[src/design/ata_pkg.sv]
// Shared types, constants and helper functions for the accelerometer tilt angle block.
package ata_pkg;

	localparam int CORDIC_STEPS = 16;
	localparam int ATAN_LEN = 24;
	localparam int CORDIC_NSTEPS = (CORDIC_STEPS > ATAN_LEN) ? ATAN_LEN : CORDIC_STEPS;
	localparam int STEP_W = $clog2(ATAN_LEN);

	localparam int RAW_W = 8;
	localparam int MAG_W = 12;
	localparam int PRESCALE = 12;
	localparam int XW = 26;
	localparam int ZW = 25;
	localparam int FRAC_W = 16;
	localparam int DEG_W = 7;
	localparam int ANGLE_W = 9;

	localparam int RIGHT_ANGLE = 90;
	localparam int HALF_TURN = 180;
	localparam int Z_MAX = RIGHT_ANGLE << FRAC_W;

	localparam logic signed [ANGLE_W-1:0] WINDOW_LOW_RST = ANGLE_W'(-135);
	localparam logic signed [ANGLE_W-1:0] WINDOW_HIGH_RST = ANGLE_W'(-45);

	localparam int CFG_IDX_W = 1;

	typedef enum logic [CFG_IDX_W-1:0] {
		REG_WINDOW_LOW  = 1'b0,
		REG_WINDOW_HIGH = 1'b1
	} ata_reg_t;

	localparam logic [MAG_W-1:0] BIT_WEIGHT [7] = '{
		12'd1142, 12'd571, 12'd286, 12'd143, 12'd71, 12'd36, 12'd18
	};

	localparam logic [ZW-1:0] ATAN_Q16 [ATAN_LEN] = '{
		25'd2949120, 25'd1740967, 25'd919879, 25'd466945, 25'd234379, 25'd117304,
		25'd58666, 25'd29335, 25'd14668, 25'd7334, 25'd3667, 25'd1833,
		25'd917, 25'd458, 25'd229, 25'd115, 25'd57, 25'd29,
		25'd14, 25'd7, 25'd4, 25'd2, 25'd1, 25'd0
	};

	typedef struct packed {
		logic [RAW_W-1:0] x_raw;
		logic [RAW_W-1:0] z_raw;
	} ata_in_t;

	typedef struct packed {
		logic signed [ANGLE_W-1:0] angle_deg;
		logic                      in_window;
	} ata_out_t;

	typedef struct packed {
		logic signed [XW-1:0] x;
		logic signed [XW-1:0] y;
		logic signed [ZW-1:0] z;
	} ata_vec_t;

	typedef struct packed {
		logic valid;
		logic x_neg;
		logic z_neg;
		logic x_zero;
		logic z_zero;
	} ata_ctl_t;

	function automatic logic [MAG_W-1:0] decode_mag(input logic [RAW_W-1:0] raw);
		logic [MAG_W-1:0] sum;
		sum = '0;
		for (int k = 0; k < 7; k++) begin
			if (raw[6-k] != raw[7]) begin
				sum = sum + BIT_WEIGHT[k];
			end
		end
		return sum;
	endfunction

endpackage

[src/design/ata_decode.sv]
// Input decode stage: raw bytes to milli-g magnitudes and signs, CORDIC start vector.
module ata_decode import ata_pkg::*; (
	input  logic     clk,
	input  logic     arst_n,
	input  logic     start,
	input  ata_in_t  sample,
	output ata_vec_t vec_s1,
	output ata_ctl_t ctl_s1
);

	logic [MAG_W-1:0] x_mag;
	logic [MAG_W-1:0] z_mag;

	always_comb begin
		x_mag = decode_mag(sample.x_raw);
		z_mag = decode_mag(sample.z_raw);
	end

	always_ff @(posedge clk or negedge arst_n) begin
		if (!arst_n) begin
			ctl_s1 <= '0;
		end else begin
			ctl_s1.valid  <= start;
			ctl_s1.x_neg  <= sample.x_raw[RAW_W-1] && (x_mag != '0);
			ctl_s1.z_neg  <= sample.z_raw[RAW_W-1] && (z_mag != '0);
			ctl_s1.x_zero <= (x_mag == '0);
			ctl_s1.z_zero <= (z_mag == '0);
		end
	end

	always_ff @(posedge clk) begin
		vec_s1.x <= XW'({z_mag, {PRESCALE{1'b0}}});
		vec_s1.y <= XW'({x_mag, {PRESCALE{1'b0}}});
		vec_s1.z <= '0;
	end

endmodule

[src/design/ata_cell.sv]
// One CORDIC vectoring cell: a single micro-rotation followed by a register.
module ata_cell import ata_pkg::*; (
	input  logic              clk,
	input  logic              arst_n,
	input  logic [STEP_W-1:0] step,
	input  ata_vec_t          vec_in,
	input  ata_ctl_t          ctl_in,
	output ata_vec_t          vec_s1,
	output ata_ctl_t          ctl_s1
);

	logic signed [XW-1:0] dx;
	logic signed [XW-1:0] dy;
	ata_vec_t             vec_nx;

	always_comb begin
		dx = vec_in.y >>> step;
		dy = vec_in.x >>> step;
		vec_nx = vec_in;
		if (vec_in.y > 0) begin
			vec_nx.x = vec_in.x + dx;
			vec_nx.y = vec_in.y - dy;
			vec_nx.z = vec_in.z + $signed(ATAN_Q16[step]);
		end else if (vec_in.y < 0) begin
			vec_nx.x = vec_in.x - dx;
			vec_nx.y = vec_in.y + dy;
			vec_nx.z = vec_in.z - $signed(ATAN_Q16[step]);
		end
	end

	always_ff @(posedge clk or negedge arst_n) begin
		if (!arst_n) begin
			ctl_s1 <= '0;
		end else begin
			ctl_s1 <= ctl_in;
		end
	end

	always_ff @(posedge clk) begin
		vec_s1 <= vec_nx;
	end

	// The X component starts non-negative and only grows in vectoring mode.
	a_x_nonneg: assert property (@(posedge clk) disable iff (!arst_n)
		ctl_s1.valid |-> !vec_s1.x[XW-1])
		else $error("CORDIC X component went negative");

endmodule

[src/design/ata_out.sv]
// Output stage: angle clamp, quadrant correction, window registers and compare.
module ata_out import ata_pkg::*; (
	input  logic                 clk,
	input  logic                 arst_n,
	input  ata_vec_t             vec_in,
	input  ata_ctl_t             ctl_in,
	input  logic                 cfg_we,
	input  logic [CFG_IDX_W-1:0] cfg_idx,
	input  logic [ANGLE_W-1:0]   cfg_wdata,
	output logic                 done,
	output ata_out_t             result
);

	logic signed [ANGLE_W-1:0] window_low_q;
	logic signed [ANGLE_W-1:0] window_high_q;
	logic [DEG_W-1:0]          mag;
	logic signed [ANGLE_W:0]   a_w;
	logic signed [ANGLE_W:0]   ang_w;
	logic signed [ANGLE_W-1:0] angle;

	always_ff @(posedge clk or negedge arst_n) begin
		if (!arst_n) begin
			window_low_q  <= WINDOW_LOW_RST;
			window_high_q <= WINDOW_HIGH_RST;
		end else if (cfg_we) begin
			case (ata_reg_t'(cfg_idx))
				REG_WINDOW_LOW:  window_low_q  <= cfg_wdata;
				REG_WINDOW_HIGH: window_high_q <= cfg_wdata;
				default: ;
			endcase
		end
	end

	always_comb begin
		if (vec_in.z < 0) begin
			mag = '0;
		end else if (vec_in.z > ZW'(Z_MAX)) begin
			mag = DEG_W'(RIGHT_ANGLE);
		end else begin
			mag = vec_in.z[FRAC_W+DEG_W-1:FRAC_W];
		end

		if (ctl_in.x_neg == ctl_in.z_neg) begin
			a_w = (ANGLE_W+1)'(signed'({1'b0, mag}));
		end else begin
			a_w = -((ANGLE_W+1)'(signed'({1'b0, mag})));
		end

		if (ctl_in.z_zero) begin
			if (ctl_in.x_zero) begin
				ang_w = '0;
			end else if (ctl_in.x_neg) begin
				ang_w = (ANGLE_W+1)'(RIGHT_ANGLE);
			end else begin
				ang_w = (ANGLE_W+1)'(-RIGHT_ANGLE);
			end
		end else if (!ctl_in.x_neg && ctl_in.z_neg) begin
			ang_w = (ANGLE_W+1)'(-HALF_TURN) - a_w;
		end else if (ctl_in.x_neg && ctl_in.z_neg) begin
			ang_w = (ANGLE_W+1)'(HALF_TURN) - a_w;
		end else begin
			ang_w = -a_w;
		end
		angle = ang_w[ANGLE_W-1:0];
	end

	always_ff @(posedge clk or negedge arst_n) begin
		if (!arst_n) begin
			done <= 1'b0;
		end else begin
			done <= ctl_in.valid;
		end
	end

	always_ff @(posedge clk) begin
		result.angle_deg <= angle;
		result.in_window <= (angle >= window_low_q) && (angle <= window_high_q);
	end

	a_angle_range: assert property (@(posedge clk) disable iff (!arst_n)
		done |-> (result.angle_deg >= ANGLE_W'(-HALF_TURN))
			&& (result.angle_deg <= ANGLE_W'(HALF_TURN)))
		else $error("Angle outside the half-turn range");

	a_window_hit: assert property (@(posedge clk) disable iff (!arst_n)
		(done && result.in_window) |-> (result.angle_deg >= window_low_q)
			&& (result.angle_deg <= window_high_q))
		else $error("Window flag set for an angle outside the window");

endmodule

[src/design/accel_tilt_angle.sv]
// Top level of the accelerometer tilt angle block: decode, CORDIC cell chain, output stage.
//
//  Channel  | Ports                          | Transfer when
//  ---------+--------------------------------+------------------------------
//  Input    | start, busy, sample            | start high and busy low
//  Result   | done, result                   | done high (one cycle, no stall)
//  Config   | cfg_we, cfg_idx, cfg_wdata     | cfg_we high
//
// One sample pair is taken every cycle; busy stays low.
// A result reaches the result ports through the decode register, which loads at the input
// transfer edge, one register in each CORDIC cell and one in the output stage, and
// transfers at the following edge.
// Reset clears all valid flags and loads the window registers to -135 and -45.
// The receiver cannot stall, so the pipeline always advances.
module accel_tilt_angle import ata_pkg::*; (
	input  logic                 clk,
	input  logic                 arst_n,
	input  logic                 start,
	output logic                 busy,
	input  ata_in_t              sample,
	output logic                 done,
	output ata_out_t             result,
	input  logic                 cfg_we,
	input  logic [CFG_IDX_W-1:0] cfg_idx,
	input  logic [ANGLE_W-1:0]   cfg_wdata
);

	ata_vec_t vec [CORDIC_NSTEPS+1];
	ata_ctl_t ctl [CORDIC_NSTEPS+1];

	assign busy = 1'b0;

	ata_decode u_decode (
		.clk    (clk),
		.arst_n (arst_n),
		.start  (start),
		.sample (sample),
		.vec_s1 (vec[0]),
		.ctl_s1 (ctl[0])
	);

	for (genvar i = 0; i < CORDIC_NSTEPS; i++) begin : g_cell
		ata_cell u_cell (
			.clk    (clk),
			.arst_n (arst_n),
			.step   (STEP_W'(i)),
			.vec_in (vec[i]),
			.ctl_in (ctl[i]),
			.vec_s1 (vec[i+1]),
			.ctl_s1 (ctl[i+1])
		);
	end

	ata_out u_out (
		.clk       (clk),
		.arst_n    (arst_n),
		.vec_in    (vec[CORDIC_NSTEPS]),
		.ctl_in    (ctl[CORDIC_NSTEPS]),
		.cfg_we    (cfg_we),
		.cfg_idx   (cfg_idx),
		.cfg_wdata (cfg_wdata),
		.done      (done),
		.result    (result)
	);

	a_chain_to_done: assert property (@(posedge clk) disable iff (!arst_n)
		ctl[CORDIC_NSTEPS].valid |=> done)
		else $error("Item at the end of the cell chain produced no result");

	a_done_from_chain: assert property (@(posedge clk) disable iff (!arst_n)
		!ctl[CORDIC_NSTEPS].valid |=> !done)
		else $error("Result strobe without an item at the end of the cell chain");

endmodule

[config.mk]
export PLATFORM = sky130hd
export DESIGN_NAME = accel_tilt_angle
export DESIGN_NICKNAME = d
export VERILOG_FILES = /design/src/design/ata_pkg.sv /design/src/design/ata_decode.sv /design/src/design/ata_cell.sv /design/src/design/ata_out.sv /design/src/design/accel_tilt_angle.sv
export SDC_FILE = /design/constraint.sdc
export NUM_CORES = 2
export LEC_CHECK = 0
export BUFFER_PORTS_ARGS = -buffer_cell sky130_fd_sc_hd__buf_2
export CAP_MARGIN = 20
export CORE_MARGIN = 3
export CORE_UTILIZATION = 49
export CTS_BUF_LIST = sky130_fd_sc_hd__clkbuf_2 sky130_fd_sc_hd__clkbuf_4 sky130_fd_sc_hd__clkbuf_8
export CTS_CLUSTER_SIZE = 24
export DETAILED_ROUTE_END_ITERATION = 12
export PLACE_DENSITY = 0.71
export SYNTH_ARGS = -nofsm -noshare
export SYNTH_HDL_FRONTEND = slang
export SYNTH_SLANG_ARGS = --single-unit
[constraint.sdc]
create_clock -name clk -period 14.75 [get_ports clk]
set_input_delay 0 -clock clk [delete_from_list [all_inputs] [get_ports clk]]
set_output_delay 0 -clock clk [all_outputs]
set_load 0.01 [all_outputs]
==> Yosys cells after proc, flatten, opt, wreduce, memory -nomap -nowiden <==
Index checks and enable logic that the tools add are counted.
{ "word_totals": {"regBits": 1292, "latchBits": 0, "mem_bits_rw": 0, "rom_bits": 0, "inputBits": 30, "output_inout_bits": 12, "word_cells": 360, "memories": 0} }
{ "op_classes": {"n_addsub": 105, "mul": 0, "n_div": 0, "order_cmp": 36, "n_eq_ne": 15, "n_shift": 0, "mux": 54, "bitwise_logic": 1, "n_reduce_logical": 12} }
{ "ops": {"columns": ["cell", "count"], "rows": [
  ["two-way mux 77 bit", 30],
  ["greater-than comparator 26 x 1 -> 1 bit, second input constant", 15],
  ["less-than comparator 26 x 1 -> 1 bit, second input constant", 15],
  ["two-way mux 12 bit", 12],
  ["two-way mux 9 bit", 6],
  ["adder 26 x 12 -> 26 bit", 2],
  ["adder 26 x 13 -> 26 bit", 2],
  ["adder 26 x 14 -> 26 bit", 2],
  ["adder 26 x 15 -> 26 bit", 2],
  ["adder 26 x 16 -> 26 bit", 2],
  ["adder 26 x 17 -> 26 bit", 2],
  ["adder 26 x 18 -> 26 bit", 2],
  ["adder 26 x 19 -> 26 bit", 2],
  ["adder 26 x 20 -> 26 bit", 2],
  ["adder 26 x 21 -> 26 bit", 2],
  ["adder 26 x 22 -> 26 bit", 2],
  ["adder 26 x 23 -> 26 bit", 2],
  ["adder 26 x 24 -> 26 bit", 2],
  ["adder 26 x 25 -> 26 bit", 2],
  ["subtractor 26 x 12 -> 26 bit", 2],
  ["subtractor 26 x 13 -> 26 bit", 2],
  ["subtractor 26 x 14 -> 26 bit", 2],
  ["subtractor 26 x 15 -> 26 bit", 2],
  ["subtractor 26 x 16 -> 26 bit", 2],
  ["67 further kinds", 107]
]} }

==> Logic depth before layout (Yosys ltp) <==
{ "logic_depth": {"ltp_word": 16, "mapped_depth": 26, "mapped_depth_nobuf": 26} }

==> Hierarchy <==
From an unflattened synthesis, not the netlist that was laid out.
{ "hier_totals": {"cells_unflattened": 31018, "area_unflattened_um2": 225227.3} }
{ "by_module_without_submodules": {"columns": ["module", "instances", "cells_per_inst", "area_each_um2", "seq_area_each_um2"], "rows": [
  ["ata_cell (g_cell[1].u_cell ...)", 8, 1876, 13633.1, 1666.6],
  ["ata_cell (g_cell[12].u_cell ...)", 3, 1854, 13395.3, 1666.6],
  ["ata_cell (g_cell[10].u_cell ...)", 2, 1906, 13730.7, 1666.6],
  ["ata_cell (g_cell[15].u_cell)", 1, 1886, 13735.7, 1666.6],
  ["ata_cell (g_cell[9].u_cell)", 1, 1913, 13598.0, 1666.6],
  ["ata_cell (g_cell[0].u_cell)", 1, 1897, 13561.8, 1666.6],
  ["ata_decode", 1, 666, 5215.0, 605.6],
  ["ata_out", 1, 271, 2389.8, 690.7],
  ["accel_tilt_angle", 1, 3, 15.0, 0.0]
]} }

==> Worst setup path before layout <==
No wires, ideal clock.
{ "synth_timing": {"path_type": "input -> register", "from": "in sample[15] (netlist name)", "to": "reg u_decode.ctl_s1[3] (netlist name)", "setup_time_ns": 0.132, "t_arrival_ns": 5.149, "t_required_ns": 14.618, "slack_ns": 9.470, "cell_stages": 24, "path_buffers": 5, "path_cell_list": "buf_2 buf_2 buf_1 clkbuf_1 xor2_1 ha_1 clkbuf_1 xnor2_1 mux2i_1 a21oi_1 inv_1 ha_1 nand2_1 xor2_1 ha_1 nand4_1 a21oi_1 o21ai_1 xor2_1 a2111oi_1 nand3_1 a2111o_1 nor4_1 nor2b_1"} }
{ "synth_between": {"elab_chain_cells": 16, "word_cells_on_any_way": 22, "cone_classes": "add/sub: 6; eq/ne: 7; mux: 7; reduce/logical: 2"} }
{ "synth_lines": {"columns": ["element", "line", "rtl"], "rows": [
  ["start: declaration", "accel_tilt_angle.sv:20", "input ata_in_t sample,"],
  ["inequality test 1 bit", "ata_pkg.sv:71", "if (raw[6-k] != raw[7]) begin"],
  ["two-way mux 11 bit", "ata_pkg.sv:71", null],
  ["adder 11 x 10 -> 12 bit", "ata_pkg.sv:72", "sum = sum + BIT_WEIGHT[k];"],
  ["two-way mux 12 bit", "ata_pkg.sv:71", null],
  ["adder 12 x 9 -> 12 bit", "ata_pkg.sv:72", null],
  ["two-way mux 12 bit", "ata_pkg.sv:71", null],
  ["adder 12 x 8 -> 12 bit", "ata_pkg.sv:72", null],
  ["two-way mux 12 bit", "ata_pkg.sv:71", null],
  ["adder 12 x 7 -> 12 bit", "ata_pkg.sv:72", null],
  ["two-way mux 12 bit", "ata_pkg.sv:71", null],
  ["adder 12 x 6 -> 12 bit", "ata_pkg.sv:72", null],
  ["two-way mux 12 bit", "ata_pkg.sv:71", null],
  ["adder 12 x 5 -> 12 bit", "ata_pkg.sv:72", null],
  ["two-way mux 12 bit", "ata_pkg.sv:71", null],
  ["nonzero test 12 bit", "ata_decode.sv:24", "ctl_s1.x_neg <= sample.x_raw[RAW_W-1] && (x_mag != '0);"],
  ["logical AND 1 bit (*)", "ata_decode.sv:24", null],
  ["end: declaration", "ata_decode.sv:8", "output ata_ctl_t ctl_s1"]
]} }
Mark *: on every way between the ends. The rest lies on a longest branch, timed or not.
A chain may end at the register's enable or synchronous reset.

==> Worst setup path after layout <==
{ "layout_timing": {"from": "in sample[7] (netlist name)", "to": "reg u_decode.ctl_s1[2] (netlist name)"} }
{ "layout_between": {"elab_chain_cells": 16, "word_cells_on_any_way": 22, "cone_classes": "add/sub: 6; eq/ne: 7; mux: 7; reduce/logical: 2"} }
{ "layout_lines": {"columns": ["element", "line", "rtl"], "rows": [
  ["inequality test 1 bit", "ata_pkg.sv:71", null],
  ["two-way mux 11 bit", "ata_pkg.sv:71", null],
  ["adder 11 x 10 -> 12 bit", "ata_pkg.sv:72", null],
  ["two-way mux 12 bit", "ata_pkg.sv:71", null],
  ["adder 12 x 9 -> 12 bit", "ata_pkg.sv:72", null],
  ["two-way mux 12 bit", "ata_pkg.sv:71", null],
  ["adder 12 x 8 -> 12 bit", "ata_pkg.sv:72", null],
  ["two-way mux 12 bit", "ata_pkg.sv:71", null],
  ["adder 12 x 7 -> 12 bit", "ata_pkg.sv:72", null],
  ["two-way mux 12 bit", "ata_pkg.sv:71", null],
  ["adder 12 x 6 -> 12 bit", "ata_pkg.sv:72", null],
  ["two-way mux 12 bit", "ata_pkg.sv:71", null],
  ["adder 12 x 5 -> 12 bit", "ata_pkg.sv:72", null],
  ["two-way mux 12 bit (*)", "ata_pkg.sv:71", null],
  ["named net u_decode.z_mag[3]", "ata_decode.sv:12", "logic [MAG_W-1:0] z_mag;"],
  ["nonzero test 12 bit (*)", "ata_decode.sv:25", "ctl_s1.z_neg <= sample.z_raw[RAW_W-1] && (z_mag != '0);"],
  ["logical AND 1 bit (*)", "ata_decode.sv:25", null]
]} }
The timed path passes the listed nets; every way through them passes the cells marked *.

==> impl_metrics.py <==
metrics = {
    "status": {
        "status": "finished, final reports clean",
    },
    "yosys": {
        "ys_seq_area_frac": 0.238,
        "async_flop_share": 0.0901,
        "ys_top_cells_by_area": "dfxtp_1 21%, ha_1 16%, xnor2_1 6.3%",
        "synth_cell_types": 102,
        "avgSynthCellArea_sq_um": 7.72,
        "yosys.area.top_type": "dfxtp_1",
        "ys_warn_count": 0,
        "synth-edff-count": 0,
        "synthFlopType": "dfxtp_1",
        "ys_ff_latch": 1154,
        "synthCells": 12900,
        "syn-num-nets": 14300,
        "synth.cell_area_sq_mm": 0.0995,
        "yosysTopAreaCellShare": 0.211,
    },
    "floorplanning": {
        "rows": 164,
        "pin_count": 42,
        "die_h_um": 457,
        "core_sq_mm": 0.201,
        "die_area_sq_mm": 0.209,
        "die_x_um": 457,
        "start_util": 0.495,
    },
    "worst_setup_path": {
        "critical_path.max_stage_delay_ps": 600,
        "critPathKind": "in2reg",
        "cp_slowest_cell": "dlygate4sd3_1",
        "crit_arrival_ps": 6250,
        "crit_path_start_kind": "primary input",
        "cp_max_fo": 27,
        "path_buf_inv": 3,
        "crit_family": "simple AND/OR/NAND/NOR gates",
        "cp_cell_sequence": "dlygate4sd3_1, buf_2, nor2b_1, or2_2, ha_1, xor2_1, nand3_1, and2_1, ha_1, nand2_1, xor2_1, ha_1, nand2_1, a21boi_0, dlygate4sd3_1, xor2_1, or4_1, or4_1, or3_1, nor4_2, nor2b_1",
        "required_ps": 15580,
        "end_kind": "flop",
    },
    "final_layout": {
        "mostFrequentLayoutCells": "1306 x ha_1, 1251 x a21oi_1, 1124 x inv_1",
        "syn_to_final_growth_pct": 7.79,
        "final_common_cell": "ha_1",
        "drive_gt1_frac": 0.0530,
        "nets": 14100,
        "final_util": 0.534,
        "nFillCells": 18900,
    },
    "sta": {
        "finalCriticalPeriod_ps": 5410,
        "fin_skew_ps": 75.9,
        "slew_violations": 0,
        "final.period_utilization": 0.367,
        "setup_violations": 0,
        "fmax_ghz": 0.185,
        "rsz0062_at_grt": "false",
        "slew_headroom": 0.241,
        "hold_viol_final": 0,
        "finalSetupTns_ps": 0,
        "worstMarginPinSlew_ps": 1130,
    },
    "clocking": {
        "cts_htree_levels": 4,
        "cts_setup_buffers": 0,
        "cts_made_buffers": 203,
        "ctsHoldBuffers": 67,
        "cts_tree": "done",
        "clock_sinks": 1154,
        "cts_root_buf": "clkbuf_8",
        "clk_latency_ps": 1010,
        "clk_pin_slew_ps": 60,
        "ctsResizeCount": 0,
        "cts_buffer_depth": 3,
    },
    "hold_path": {
        "holdCritPathClass": "in2reg",
    },
    "placement": {
        "finalWeightedCongestion": 0.981,
        "portBuffers": 40,
        "hpwlAfterDp_mm": 234,
    },
    "route": {
        "wl_per_cell_um": 19.8,
        "via_count": 94000,
        "wirelength_mm": 308,
        "drc_errors": 0,
        "antenna_left": 0,
        "via_per_inst": 6.04,
        "drt_iter0_drc": 8285,
        "first_pass_iters": 6,
    },
    "grt": {
        "grt_pass1_wl_mm": 484,
        "grt_usage": 0.281,
        "grt_pass1_vias": 88900,
        "grt_overflow_total": 0,
        "grt_max_degree": 80,
        "grt_antenna_before_repair": 11,
    },
    "run": {
        "maxCapViolations": 0,
    },
}
-- through the flow --
stage | instances | instance area [sq um] | worst slack, ps | hold slack [ps]
4_1_cts | 15600 | 107000 | 9430 | 4.68
5_1_grt | 15600 | 107000 | 8870 | 121
6_report | 15600 | 107000 | 9340 | 107
3_5_place_dp | 15100 | 102000 | 9200 | -53.0
2_1_floorplan | 12900 | 99500 | 9470 | -296
3_3_place_gp | 15100 | 102000 | 9240 | -59.4
-- routing by layer --
metal | global-route usage | vias to the layer above | wire length, um
met3 | 0.0382 | 778 | 19300
li1 | - | 45600 | -
met2 | 0.459 | 3333 | 139000
met5 | 0 | - | 42
met4 | 0.141 | 6 | 16700
met1 | 0.363 | 44300 | 134000
-- flip-flops by register name, summed over array words and instances (netlist names) --
name	flops
u_decode.ctl_s1	5
u_out.window_low_q	9
u_decode.vec_s1	24
g_cell.u_cell.vec_s1	1016
u_out.window_high_q	9
u_out.result	10
u_out.done	1
g_cell.u_cell.ctl_s1	80
-- synthesized netlist by cell type (46+ instances only) --
| master | count |
|---|---|
| a21boi_0 | 54 |
| or3_1 | 157 |
| a31oi_1 | 171 |
| o21a_1 | 100 |
| o41ai_1 | 48 |
| dfrtp_1 | 92 |
| xor2_1 | 209 |
| nor2b_1 | 160 |
| xnor2_1 | 719 |
| a211oi_1 | 81 |
| ha_1 | 1306 |
| o211ai_1 | 75 |
| a22oi_1 | 73 |
| buf_1 | 51 |
| fa_1 | 46 |
| a221oi_1 | 70 |
| and3_1 | 104 |
| dfxtp_1 | 1050 |
| or2_2 | 51 |
| nor4_1 | 147 |
| nand4_1 | 61 |
| nor3_1 | 345 |
| o21bai_1 | 245 |
| o32ai_1 | 52 |
| a21o_1 | 191 |
| nand2b_1 | 202 |
| o22ai_1 | 306 |
| o31ai_1 | 109 |
| clkbuf_1 | 477 |
| nand2_1 | 806 |
| o21ai_0 | 866 |
| nor2_1 | 1110 |
| nand3_1 | 201 |
| inv_1 | 1128 |
| a21oi_1 | 1251 |
| and2_1 | 50 |
-- tightest hold or removal path, delay by kind of cell --
family,cells,cell delay [ps]
AOI/OAI and AO/OA,2,300
xor gates and xnor gates,1,140
buffers and inverters,1,290
and+or+nand+nor,2,280
-- logic make-up (layout without fill, tap and decap cells) --
group,count (synthesis),count (layout),share of synthesized area
compound gates,4137,4137,0.263
simple gates,3580,3580,0.173
buf+inv,1681,1696,0.0636
fa+ha+maj,1352,1352,0.173
flops,1154,1154,0.238
xor+xnor,937,937,0.0834
mux,57,57,0.00597
other cells,1,10,0.0000377
-- final cells by class --
cell class,instances,area (sq um),area share
well taps,2656,3320,0.0310
repair buffers,181,1460,0.0136
inverters,1139,4280,0.0399
flip-flops and latches,1154,23700,0.220
clock inverters,87,1220,0.0114
diodes,9,22.5,0.000210
multi-input cells,10100,69600,0.649
clock buffers,289,3710,0.0346
-- final timing paths --
check | from | to | slack, ps | cells after the start
worst max-delay path | sample[7] | u_decode.ctl_s1[2]$_DFF_PN0_ | 9340 | 21
worst min-delay path | sample[11] | u_decode.vec_s1[48]$_DFF_P_ | 110 | 6
worst max register to register | g_cell[15].u_cell.vec_s1[12]$_DFF_P_ | u_out.result[0]$_DFF_P_ | 9390 | 25
worst min register to register | g_cell[7].u_cell.vec_s1[0]$_DFF_P_ | g_cell[8].u_cell.vec_s1[0]$_DFF_P_ | 300 | 0
max in group asynchronous | arst_n | g_cell[9].u_cell.ctl_s1[4]$_DFF_PN0_ | 13180 | 5
min in group asynchronous | arst_n | u_out.window_low_q[7]$_DFFE_PN0P_ | 620 | 5
Power is left out: the tool's default activity adds up to more than one toggle a clock period on the data nets, which glitch-free logic cannot reach.
